[config.mk]
export PLATFORM = sky130hd
export DESIGN_NAME = chunked_read_request_scheduler
export DESIGN_NICKNAME = d
export VERILOG_FILES = /design/src/design/crrs_pkg.sv /design/src/design/chunked_read_request_scheduler.sv /design/src/design/crrs_cfg_regs.sv /design/src/design/crrs_mul.sv
export SDC_FILE = /design/constraint.sdc
export NUM_CORES = 2
export LEC_CHECK = 0
export ABC_CLOCK_PERIOD_IN_PS = 9600
export BUFFER_PORTS_ARGS = -buffer_cell sky130_fd_sc_hd__buf_4
export CAP_MARGIN = 30
export CORE_ASPECT_RATIO = 2
export CORE_UTILIZATION = 50
export CTS_BUF_LIST = sky130_fd_sc_hd__clkbuf_2 sky130_fd_sc_hd__clkbuf_4 sky130_fd_sc_hd__clkbuf_8
export DETAILED_ROUTE_END_ITERATION = 12
export GPL_ROUTABILITY_DRIVEN = 1
export HOLD_SLACK_MARGIN = 0.12
export PLACE_DENSITY = 0.76
export SLEW_MARGIN = 20
export SYNTH_ARGS = -nofsm -noshare
export SYNTH_HDL_FRONTEND = slang
export SYNTH_SLANG_ARGS = --single-unit
[constraint.sdc]
create_clock -name clk -period 9.6 [get_ports clk]
set_input_delay 1.92 -clock clk [delete_from_list [all_inputs] [get_ports clk]]
set_output_delay 1.92 -clock clk [all_outputs]
set_load 0.005 [all_outputs]
[src/design/crrs_pkg.sv]
`timescale 1ns / 1ps
`default_nettype none
// ----------------------------------------------------------------------------
// crrs_pkg: shared types and constants
// Field structs, register indexes and sizes for the chunked read scheduler.
// ----------------------------------------------------------------------------
package crrs_pkg;
	localparam int READ_SLOTS  = 4;
	localparam int CHUNK_SLOTS = 16;
	localparam int ADDR_BITS   = 48;
	localparam int MAX_OUT     = 17;
	localparam int RS_W = $clog2(READ_SLOTS);
	localparam int CS_W = $clog2(CHUNK_SLOTS);
	localparam int CNT_W = $clog2(CHUNK_SLOTS + 1);
	localparam int OUT_CNT_W = $clog2(MAX_OUT + 1);

	localparam logic [2:0] REG_STORE_READY = 3'd0;
	localparam logic [2:0] REG_EXPERT_CNT  = 3'd1;
	localparam logic [2:0] REG_RECORDS_BASE = 3'd2;
	localparam logic [2:0] REG_STRIDE      = 3'd3;
	localparam logic [2:0] REG_CHUNK_SIZE  = 3'd4;
	localparam logic [2:0] REG_SLOTS_USED  = 3'd5;

	localparam logic [1:0] OP_REQUEST = 2'd0;
	localparam logic [1:0] OP_COMPLETE = 2'd1;
	localparam logic [1:0] OP_REMOVE  = 2'd2;
	localparam logic [1:0] OP_UNUSED  = 2'd3;

	localparam logic [1:0] KIND_ACCEPT = 2'd0;
	localparam logic [1:0] KIND_REJECT = 2'd1;
	localparam logic [1:0] KIND_ISSUE  = 2'd2;
	localparam logic [1:0] KIND_DONE   = 2'd3;

	localparam logic [2:0] ST_OK      = 3'd0;
	localparam logic [2:0] ST_INVALID = 3'd1;
	localparam logic [2:0] ST_NOSLOT  = 3'd2;
	localparam logic [2:0] ST_IOERR   = 3'd3;
	localparam logic [2:0] ST_REMOVED = 3'd4;

	typedef struct packed {
		logic [1:0]  op;
		logic [15:0] expert_index;
		logic [47:0] buffer_base;
		logic [3:0]  chunk_slot;
		logic        success;
	} in_item_t;

	typedef struct packed {
		logic [1:0]  kind;
		logic [1:0]  read_slot;
		logic [3:0]  issue_slot;
		logic [47:0] device_address;
		logic [47:0] memory_address;
		logic [24:0] chunk_length;
		logic [2:0]  status;
		logic [4:0]  outstanding_peak;
		logic [63:0] bytes_read_total;
		logic        last;
	} out_item_t;

	typedef struct packed {
		logic        store_ready;
		logic [15:0] expert_count;
		logic [47:0] records_base;
		logic [40:0] record_stride;
		logic [24:0] chunk_size;
		logic [4:0]  chunk_slots_used;
	} cfg_t;
endpackage
`default_nettype wire

[src/design/chunked_read_request_scheduler.sv]
`timescale 1ns / 1ps
`default_nettype none
// ----------------------------------------------------------------------------
// chunked_read_request_scheduler: chunked read request scheduler
// Accepts read requests into read slots, cuts records into chunks and
// hands them to chunk slots, tracks completions and reports finished reads.
// ----------------------------------------------------------------------------
// Channel   Direction  Signals
// in        input      in_valid, in_stall, in_data (in_item_t)
// out       output     out_valid, out_stall, out_data (out_item_t)
// cfg       input      cfg_we, cfg_index, cfg_data
//
// A request first runs the shift-add multiplier for the record address (in
// S_MUL), then the pump walks the read slots and, for each active one, the
// chunk slots, passing one result at a time through S_EMIT. Each result parks
// in a one-entry hold so the final one can carry last; a result that must
// move waits while out_stall holds the output register. in_stall is high for
// the whole event, so no new event is taken before the last one is through.
// Reset clears slot and chunk busy bits, counters and the removal flag.
// ----------------------------------------------------------------------------
module chunked_read_request_scheduler (
	input  wire logic                 clk,
	input  wire logic                 arst_n,
	input  wire logic                 in_valid,
	output logic                      in_stall,
	input  crrs_pkg::in_item_t        in_data,
	output logic                      out_valid,
	input  wire logic                 out_stall,
	output crrs_pkg::out_item_t       out_data,
	input  wire logic                 cfg_we,
	input  wire logic [2:0]           cfg_index,
	input  wire logic [47:0]          cfg_data
);
	import crrs_pkg::*;

	typedef enum logic [6:0] {
		S_IDLE  = 7'b0000001,
		S_MUL   = 7'b0000010,
		S_SLOT  = 7'b0000100,
		S_CHUNK = 7'b0001000,
		S_DONE  = 7'b0010000,
		S_EMIT  = 7'b0100000,
		S_FLUSH = 7'b1000000
	} state_t;

	cfg_t cfg;
	crrs_cfg_regs u_cfg (
		.clk(clk), .arst_n(arst_n), .cfg_we(cfg_we), .cfg_index(cfg_index),
		.cfg_data(cfg_data), .cfg(cfg)
	);

	logic        mul_start, mul_busy;
	logic [47:0] mul_prod;
	crrs_mul u_mul (
		.clk(clk), .arst_n(arst_n), .start(mul_start), .mul_a(in_data.expert_index),
		.mul_b(cfg.record_stride), .busy(mul_busy), .product(mul_prod)
	);

	state_t state_q, ret_q;
	logic [READ_SLOTS-1:0]  slot_active_q;
	logic [47:0] slot_dev_q  [READ_SLOTS];
	logic [47:0] slot_buf_q  [READ_SLOTS];
	logic [40:0] slot_off_q  [READ_SLOTS];
	logic [CNT_W-1:0] slot_pend_q [READ_SLOTS];
	logic [2:0]  slot_err_q  [READ_SLOTS];
	logic [CHUNK_SLOTS-1:0] chunk_busy_q;
	logic [RS_W-1:0]  chunk_owner_q [CHUNK_SLOTS];
	logic [24:0] chunk_len_q [CHUNK_SLOTS];
	logic [CNT_W-1:0] in_flight_q, peak_q;
	logic [63:0] bytes_q;
	logic        gone_q;
	logic [RS_W-1:0] t_q, new_slot_q;
	logic [CS_W-1:0] i_q;
	logic [OUT_CNT_W-1:0] n_q;
	logic [47:0] buf_q;
	logic        out_valid_q;
	out_item_t   out_q;
	out_item_t   res;
	out_item_t   res_full;
	out_item_t   hold_q;
	logic        hold_v_q;
	logic        out_free, out_load;
	out_item_t   out_next;
	logic        last_t, last_i;
	logic        done_ok;

	assign in_stall  = (state_q != S_IDLE);
	assign out_valid = out_valid_q;
	assign out_data  = out_q;
	assign mul_start = (state_q == S_IDLE) && in_valid && (in_data.op == OP_REQUEST);

	// clamp config values
	logic [4:0]  used;
	logic [24:0] csz;
	always_comb begin
		used = cfg.chunk_slots_used;
		if (used == 5'd0) used = 5'd1;
		if (used > 5'(CHUNK_SLOTS)) used = 5'(CHUNK_SLOTS);
		csz = (cfg.chunk_size == 25'd0) ? 25'd1 : cfg.chunk_size;
	end

	// free read slot search
	logic              any_free;
	logic [RS_W-1:0]   free_slot;
	always_comb begin
		any_free  = 1'b0;
		free_slot = '0;
		for (int k = READ_SLOTS - 1; k >= 0; k--) begin
			if (!slot_active_q[k]) begin
				any_free  = 1'b1;
				free_slot = RS_W'(k);
			end
		end
	end

	// current slot view
	logic        cur_fin;
	logic [40:0] remain;
	logic [24:0] clen;
	logic [2:0]  cur_err;
	always_comb begin
		cur_err = slot_err_q[t_q];
		cur_fin = (slot_off_q[t_q] >= cfg.record_stride);
		remain  = cfg.record_stride - slot_off_q[t_q];
		clen    = (remain > {16'd0, csz}) ? csz : remain[24:0];
	end

	assign last_t = (32'(t_q) == READ_SLOTS - 1);
	assign last_i = ({1'b0, i_q} + 5'd1 >= used) || (32'(i_q) == CHUNK_SLOTS - 1);
	assign done_ok = (n_q != OUT_CNT_W'(MAX_OUT)) && (slot_pend_q[t_q] == '0)
		&& (cur_err != ST_OK || cur_fin);

	// stamp a new result with the running peak and byte total
	always_comb begin
		res_full = res;
		res_full.outstanding_peak = peak_q;
		res_full.bytes_read_total = bytes_q;
		res_full.last = 1'b0;
	end

	// advance the held result into the output register when it is free; the
	// one pushed while flushing is the final result of the event
	assign out_free = !out_valid_q || !out_stall;
	always_comb begin
		out_load = hold_v_q && out_free && (state_q == S_EMIT || state_q == S_FLUSH);
		out_next = hold_q;
		out_next.last = (state_q == S_FLUSH);
	end

	always_ff @(posedge clk or negedge arst_n) begin
		if (!arst_n) begin
			out_valid_q <= 1'b0;
			out_q       <= '0;
		end else if (out_load) begin
			out_valid_q <= 1'b1;
			out_q       <= out_next;
		end else if (!out_stall) begin
			out_valid_q <= 1'b0;
		end
	end

	always_ff @(posedge clk or negedge arst_n) begin
		if (!arst_n) begin
			state_q       <= S_IDLE;
			ret_q         <= S_IDLE;
			slot_active_q <= '0;
			chunk_busy_q  <= '0;
			in_flight_q   <= '0;
			peak_q        <= '0;
			bytes_q       <= '0;
			gone_q        <= 1'b0;
			hold_v_q      <= 1'b0;
			t_q <= '0;
			i_q <= '0;
			n_q <= '0;
		end else begin
			unique case (state_q)
				S_IDLE: begin
					if (in_valid) begin
						n_q <= '0;
						t_q <= '0;
						i_q <= '0;
						unique case (in_data.op)
							OP_REQUEST: begin
								buf_q      <= in_data.buffer_base;
								new_slot_q <= free_slot;
								if (!cfg.store_ready || in_data.expert_index >= cfg.expert_count
										|| gone_q) begin
									res <= '{kind: KIND_REJECT, status: ST_INVALID, default: '0};
									state_q <= S_EMIT;
									ret_q   <= S_SLOT;
								end else if (!any_free) begin
									res <= '{kind: KIND_REJECT, status: ST_NOSLOT, default: '0};
									state_q <= S_EMIT;
									ret_q   <= S_SLOT;
								end else begin
									state_q <= S_MUL;
								end
							end
							OP_COMPLETE: begin
								if (chunk_busy_q[in_data.chunk_slot[CS_W-1:0]]) begin
									chunk_busy_q[in_data.chunk_slot[CS_W-1:0]] <= 1'b0;
									if (in_flight_q != '0) in_flight_q <= in_flight_q - 1'b1;
									if (in_data.success)
										bytes_q <= bytes_q +
											64'(chunk_len_q[in_data.chunk_slot[CS_W-1:0]]);
									else
										slot_err_q[chunk_owner_q[in_data.chunk_slot[CS_W-1:0]]]
											<= ST_IOERR;
									if (slot_pend_q[chunk_owner_q[in_data.chunk_slot[CS_W-1:0]]]
											!= '0)
										slot_pend_q[chunk_owner_q[in_data.chunk_slot[CS_W-1:0]]]
											<= slot_pend_q[chunk_owner_q[
												in_data.chunk_slot[CS_W-1:0]]] - 1'b1;
								end
								state_q <= S_SLOT;
							end
							OP_REMOVE: begin
								gone_q  <= 1'b1;
								state_q <= S_SLOT;
							end
							default: state_q <= S_SLOT;
						endcase
					end
				end
				S_MUL: begin
					if (!mul_busy && !mul_start) begin
						slot_active_q[new_slot_q] <= 1'b1;
						slot_dev_q[new_slot_q]  <= cfg.records_base + mul_prod;
						slot_buf_q[new_slot_q]  <= buf_q;
						slot_off_q[new_slot_q]  <= '0;
						slot_pend_q[new_slot_q] <= '0;
						slot_err_q[new_slot_q]  <= ST_OK;
						res <= '{kind: KIND_ACCEPT, read_slot: new_slot_q, default: '0};
						state_q <= S_EMIT;
						ret_q   <= S_SLOT;
					end
				end
				S_SLOT: begin
					// enter a slot: skip inactive, apply removal status
					i_q <= '0;
					if (!slot_active_q[t_q]) begin
						if (last_t) state_q <= S_FLUSH;
						else t_q <= t_q + 1'b1;
					end else begin
						if (gone_q) slot_err_q[t_q] <= ST_REMOVED;
						state_q <= S_CHUNK;
					end
				end
				S_CHUNK: begin
					if (n_q == OUT_CNT_W'(MAX_OUT) || cur_err != ST_OK || cur_fin) begin
						state_q <= S_DONE;
					end else if (chunk_busy_q[i_q]) begin
						if (last_i) state_q <= S_DONE;
						else i_q <= i_q + 1'b1;
					end else begin
						chunk_busy_q[i_q]  <= 1'b1;
						chunk_owner_q[i_q] <= t_q;
						chunk_len_q[i_q]   <= clen;
						slot_pend_q[t_q]   <= slot_pend_q[t_q] + 1'b1;
						in_flight_q        <= in_flight_q + 1'b1;
						if (in_flight_q + 1'b1 > peak_q) peak_q <= in_flight_q + 1'b1;
						res <= '{kind: KIND_ISSUE, read_slot: t_q, issue_slot: 4'(i_q),
							device_address: slot_dev_q[t_q] + 48'(slot_off_q[t_q]),
							memory_address: slot_buf_q[t_q] + 48'(slot_off_q[t_q]),
							chunk_length: clen, default: '0};
						slot_off_q[t_q] <= slot_off_q[t_q] + 41'(clen);
						state_q <= S_EMIT;
						ret_q   <= last_i ? S_DONE : S_CHUNK;
						if (!last_i) i_q <= i_q + 1'b1;
					end
				end
				S_DONE: begin
					if (done_ok) begin
						slot_active_q[t_q] <= 1'b0;
						res <= '{kind: KIND_DONE, read_slot: t_q, status: cur_err,
							default: '0};
						state_q <= S_EMIT;
						ret_q   <= last_t ? S_FLUSH : S_SLOT;
					end else begin
						state_q <= last_t ? S_FLUSH : S_SLOT;
					end
					if (!last_t) t_q <= t_q + 1'b1;
				end
				S_EMIT: begin
					// park the new result; the older one leaves first
					if (!hold_v_q || out_free) begin
						hold_q   <= res_full;
						hold_v_q <= 1'b1;
						n_q <= n_q + 1'b1;
						state_q <= ret_q;
					end
				end
				S_FLUSH: begin
					// hand over the final result of the event, marked last
					if (!hold_v_q || out_free) begin
						hold_v_q <= 1'b0;
						state_q  <= S_IDLE;
					end
				end
				default: state_q <= S_IDLE;
			endcase
		end
	end

	a_out_hold: assert property (@(posedge clk) disable iff (!arst_n)
		out_valid_q && out_stall |=> out_valid_q && $stable(out_q));
	a_state_onehot: assert property (@(posedge clk) disable iff (!arst_n)
		$onehot(state_q));
	a_flight_count: assert property (@(posedge clk) disable iff (!arst_n)
		int'(in_flight_q) == $countones(chunk_busy_q));
	a_peak_bound: assert property (@(posedge clk) disable iff (!arst_n)
		peak_q >= in_flight_q);
endmodule
`default_nettype wire

[src/design/crrs_cfg_regs.sv]
`timescale 1ns / 1ps
`default_nettype none
// ----------------------------------------------------------------------------
// crrs_cfg_regs: configuration register file
// Holds the six registers written through the plain write port.
// ----------------------------------------------------------------------------
module crrs_cfg_regs (
	input  wire logic        clk,
	input  wire logic        arst_n,
	input  wire logic        cfg_we,
	input  wire logic [2:0]  cfg_index,
	input  wire logic [47:0] cfg_data,
	output crrs_pkg::cfg_t   cfg
);
	import crrs_pkg::*;
	cfg_t cfg_q;
	assign cfg = cfg_q;

	always_ff @(posedge clk or negedge arst_n) begin
		if (!arst_n) begin
			cfg_q.store_ready      <= 1'b0;
			cfg_q.expert_count     <= 16'd1;
			cfg_q.records_base     <= '0;
			cfg_q.record_stride    <= 41'd1048576;
			cfg_q.chunk_size       <= 25'd131072;
			cfg_q.chunk_slots_used <= 5'd1;
		end else if (cfg_we) begin
			unique case (cfg_index)
				REG_STORE_READY:  cfg_q.store_ready      <= cfg_data[0];
				REG_EXPERT_CNT:   cfg_q.expert_count     <= cfg_data[15:0];
				REG_RECORDS_BASE: cfg_q.records_base     <= cfg_data;
				REG_STRIDE:       cfg_q.record_stride    <= cfg_data[40:0];
				REG_CHUNK_SIZE:   cfg_q.chunk_size       <= cfg_data[24:0];
				REG_SLOTS_USED:   cfg_q.chunk_slots_used <= cfg_data[4:0];
				default: ;
			endcase
		end
	end
endmodule
`default_nettype wire

[src/design/crrs_mul.sv]
`timescale 1ns / 1ps
`default_nettype none
// ----------------------------------------------------------------------------
// crrs_mul: shift-add multiplier
// Forms expert_index * record_stride one bit a cycle.
// ----------------------------------------------------------------------------
module crrs_mul (
	input  wire logic        clk,
	input  wire logic        arst_n,
	input  wire logic        start,
	input  wire logic [15:0] mul_a,
	input  wire logic [40:0] mul_b,
	output logic             busy,
	output logic [47:0]      product
);
	logic [15:0] a_q;
	logic [47:0] b_q;
	logic [47:0] acc_q;
	logic [4:0]  cnt_q;

	assign busy    = (cnt_q != 5'd0);
	assign product = acc_q;

	always_ff @(posedge clk or negedge arst_n) begin
		if (!arst_n) begin
			cnt_q <= '0;
		end else if (start) begin
			cnt_q <= 5'd16;
		end else if (busy) begin
			cnt_q <= cnt_q - 5'd1;
		end
	end

	always_ff @(posedge clk) begin
		if (start) begin
			a_q   <= mul_a;
			b_q   <= {7'd0, mul_b};
			acc_q <= '0;
		end else if (busy) begin
			if (a_q[0]) acc_q <= acc_q + b_q;
			a_q <= {1'b0, a_q[15:1]};
			b_q <= {b_q[46:0], 1'b0};
		end
	end
endmodule
`default_nettype wire

==> results.json <==
{
  "drt-total-wl_mm": 254,
  "overflow": 0,
  "min_period_over_period_pct": 95.1,
  "max_stage_delay_ns": 0.69,
  "yosysTopAreaCellShare_pct": 49.1,
  "netlist_area_um2": 88600,
  "cp_max_fo": 14,
  "dp_hpwl_mm": 188,
  "startpoint_type": "register",
  "worstSetupPathType": "register to register",
  "arrival_ns": 9.84,
  "grt_max_degree": 139,
  "critPathMostFrequentCell": "buf_4",
  "use_met1_pct": 28.4,
  "track_usage_pct": 28.3,
  "numCtsBuffers": 274,
  "power.density_nw_per_um2": 265,
  "ys_ff_latch": 1966,
  "final.setup.tns_ns": 0,
  "p_clk_share_pct": 25.8,
  "layout-drive-gt1-share_pct": 24.6,
  "synth_nets": 6635,
  "grt_use_met3_pct": 4.30,
  "synth_cell_types": 90,
  "vias": 55600,
  "via_per_inst": 5.98,
  "busiest_layer": "met2",
  "multiInputGateArea_um2": 31100,
  "synth_top_area_cell": "edfxtp_1",
  "fmax_mhz": 110,
  "seq_area_um2": 56200,
  "synth_seq_area_share_pct": 63.4,
  "placementRows": 218,
  "clock-sinks": 1966,
  "peakVddDrop_mv": 0.178,
  "die_x_um": 300,
  "synth_enable_flop_cells": 1448,
  "die-area_um2": 179000,
  "cts_tree": "built",
  "fin_crit_ns": 9.13,
  "cts-hold-fix-buffers": 0,
  "setup_viol": 0,
  "ant_nets": 0,
  "start_util_pct": 50.3,
  "synth.area.top_cells": "edfxtp_1 49%, dfrtp_1 13%, mux4_2 7.4%",
  "rsz0062_at_grt": "no",
  "cts-root-buf": "clkbuf_8",
  "combPwrFrac_pct": 31.7,
  "drt-wirelength-per-cell_um": 27.3,
  "crit_path_top_delay_cell": "a311oi_1",
  "port_buffers": 330,
  "fp.coreArea_um2": 176000,
  "switching_power_mw": 8.90,
  "yosysWarnings": 0,
  "cp.buffers_inverters": 7,
  "synth_ff_type": "edfxtp_1",
  "grt_pass1_wl_mm": 368,
  "swShare_pct": 33.2,
  "die_h_um": 597,
  "whs_ns": 0.413,
  "antenna_found_initial": 8,
  "leakage_nw": 38.5,
  "p_seq_share_pct": 42.5,
  "outcome": "completed",
  "slew_violations": 0,
  "drtPass1Iterations": 6,
  "syn-instance-count": 6165,
  "fillers": 13800,
  "area_growth_pct": 13.9,
  "ios": 331,
  "cp_top_family": "compound AO/OA/AOI/OAI gates",
  "first_global_vias": 56900,
  "place_congestion": 0.971,
  "endpoint_kind": "register",
  "final-hold-violation-count": 0,
  "synthArstFlopShare_pct": 23.6,
  "worstPathRequired_ns": 10.31,
  "hold_path.class": "register to register",
  "clk_pin_slew_ns": 0.09,
  "clk_latency_ns": 0.96,
  "intPower_mw": 17.9,
  "power_mw": 26.8,
  "maxSlewHeadroom_pct": 25.2,
  "clk_path_buf_depth": 4,
  "max_slew.worst_pin.slew_ns": 1.12,
  "grtUsageMet2_pct": 51.4,
  "postSynthAreaPerCell_um2": 14.4,
  "drt_iter0_markers": 4302,
  "h-tree-depth": 5,
  "nets": 7240,
  "fin_skew_ns": 0.0782,
  "drv_cap": 0,
  "drc": 0
}
==> worst paths after layout <==
check / startpoint / endpoint / slack [ns] / depth (start not counted)
worst max-delay path: t_q[0] / slot_off_q[0][35] / 0.47 / 35
worst min-delay path: res[130] / hold_q[130] / 0.41 / 0
worst max register to register: t_q[0] / slot_off_q[0][35] / 0.47 / 35
worst min register to register: res[130] / hold_q[130] / 0.41 / 0
max in group asynchronous: arst_n / out_data[105] / 6.42 / 3
min in group asynchronous: arst_n / out_data[201] / 0.99 / 1
==> layout by cell type, fill, tap and decap left out, drive strengths merged, types with 89 or more instances in the layout <==
master	netlist	final
a21o	168	168
a21oi	322	322
buf	58	552
clkbuf	167	371
dfrtp	457	457
edfxtp	1448	1448
ha	336	336
inv	186	194
mux2	332	332
mux4	292	292
nand2	549	549
nor2	358	358
nor3	89	89
o21ai	276	276
xnor2	154	154
xor2	139	139
==> area by class of cell <==
class,instances,share of cell area [%]
Tap cell,2310,2.86
Multi-Input combinational cell,3788,30.8
Clock buffer,369,4.57
Timing Repair Buffer,554,4.27
Antenna cell,10,0.0248
Inverter,186,0.692
Clock inverter,114,1.12
Sequential cell,1966,55.6
==> metrics by stage <==
stage                     instances  setup slack (ns)  area [um^2]  util [%]
after CTS                      9276             0.314       101000      57.2
after global placement         8792             0.564        95100      53.9
final                          9297             0.470       101000      57.3
after detailed placement       8793             0.422        95100      54.0
after floorplan                6165            0.0426        88700         -
after global routing           9291            0.0209       101000      57.3
==> flip-flops by register name, indices dropped and copies added, names as in the netlist, 20 cells and up <==
| name | count |
|---|---|
| buf_q | 48 |
| bytes_q | 64 |
| chunk_len_q | 400 |
| chunk_owner_q | 32 |
| hold_q | 201 |
| out_data | 202 |
| res | 132 |
| slot_buf_q | 192 |
| slot_dev_q | 192 |
| slot_off_q | 164 |
| slot_pend_q | 20 |
| u_cfg.cfg | 136 |
| u_mul.b_q | 48 |
| u_mul.product | 48 |
==> worst register-to-register path, delay by kind of cell, from the launching register on <==
| kind | cells | cell delay, ns |
|---|---|---|
| AO/OA/AOI/OAI | 14 | 3.50 |
| AND/OR/NAND/NOR | 8 | 1.60 |
| buffers and inverters | 7 | 1.19 |
| multiplexers | 2 | 0.90 |
| adder cells (fa/ha/maj) | 3 | 0.86 |
| flip-flops | 1 | 0.63 |
| XOR/XNOR | 1 | 0.21 |
==> layer usage <==
layer	wire (um)	part of all wire, %
met1	80800	32
met4	24300	9.5
met2	134000	53
met3	14700	5.8
met5	17	0.0067
==> synthesized netlist by cell type (9+ instances only) <==
library cell and n:
xnor2_1 154, or3_1 19, nor3b_1 15, xor2_1 139, mux2_2 313, mux2i_1 13, and3_1 42, a21o_1 167
a2111oi_0 10, o21a_1 44, mux4_2 292, a31oi_1 36, or2_2 11, nor2b_1 41, nor2_1 358, a211oi_1 34
dfxtp_1 55, nand2b_1 41, o41ai_1 13, nor4_1 18, buf_2 26, inv_1 186, dfrtp_1 457, nand3_1 83
clkbuf_1 167, edfxtp_1 1448, o31a_1 9, a21oi_1 319, ha_1 336, nand2_1 549, nand4_1 59, and2_1 52
nor3_1 89, o21bai_1 38, o21ai_0 270, buf_1 27, o211ai_1 15, mux2_4 19, and4_1 9, o31ai_1 21
==> power groups by stage <==
stage / logic [mW] / registers (mW) / clock network, mW
after floorplan: 5.47 / 11.2 / 0
after global placement: 8.20 / 11.5 / 0
after detailed placement: 8.42 / 11.6 / 0
after CTS: 8.46 / 11.4 / 7.00
after global routing: 9.21 / 11.5 / 7.32
final: 8.49 / 11.4 / 6.90
==> what timing repair did <==
| action | in CTS | in global routing |
|---|---|---|
| endpoints found under the setup margin | 0 | 45 |
| endpoints found under the hold margin | 0 | 0 |
| setup buffers | 0 | 7 |
| resized for setup | 0 | 3 |
==> logic make-up after synthesis <==
logic type / after synthesis / share of synthesized area, %
and+or+nand+nor: 1423 / 7.38
adders and majority gates: 343 / 4.90
muxes: 637 / 11.9
DFF: 1966 / 63.4
buffers and inverters: 411 / 1.81
xor gates and xnor gates: 293 / 2.89
AOI/OAI and AO/OA: 1092 / 7.78
Note: power is estimated with default switching activity, not from simulation.
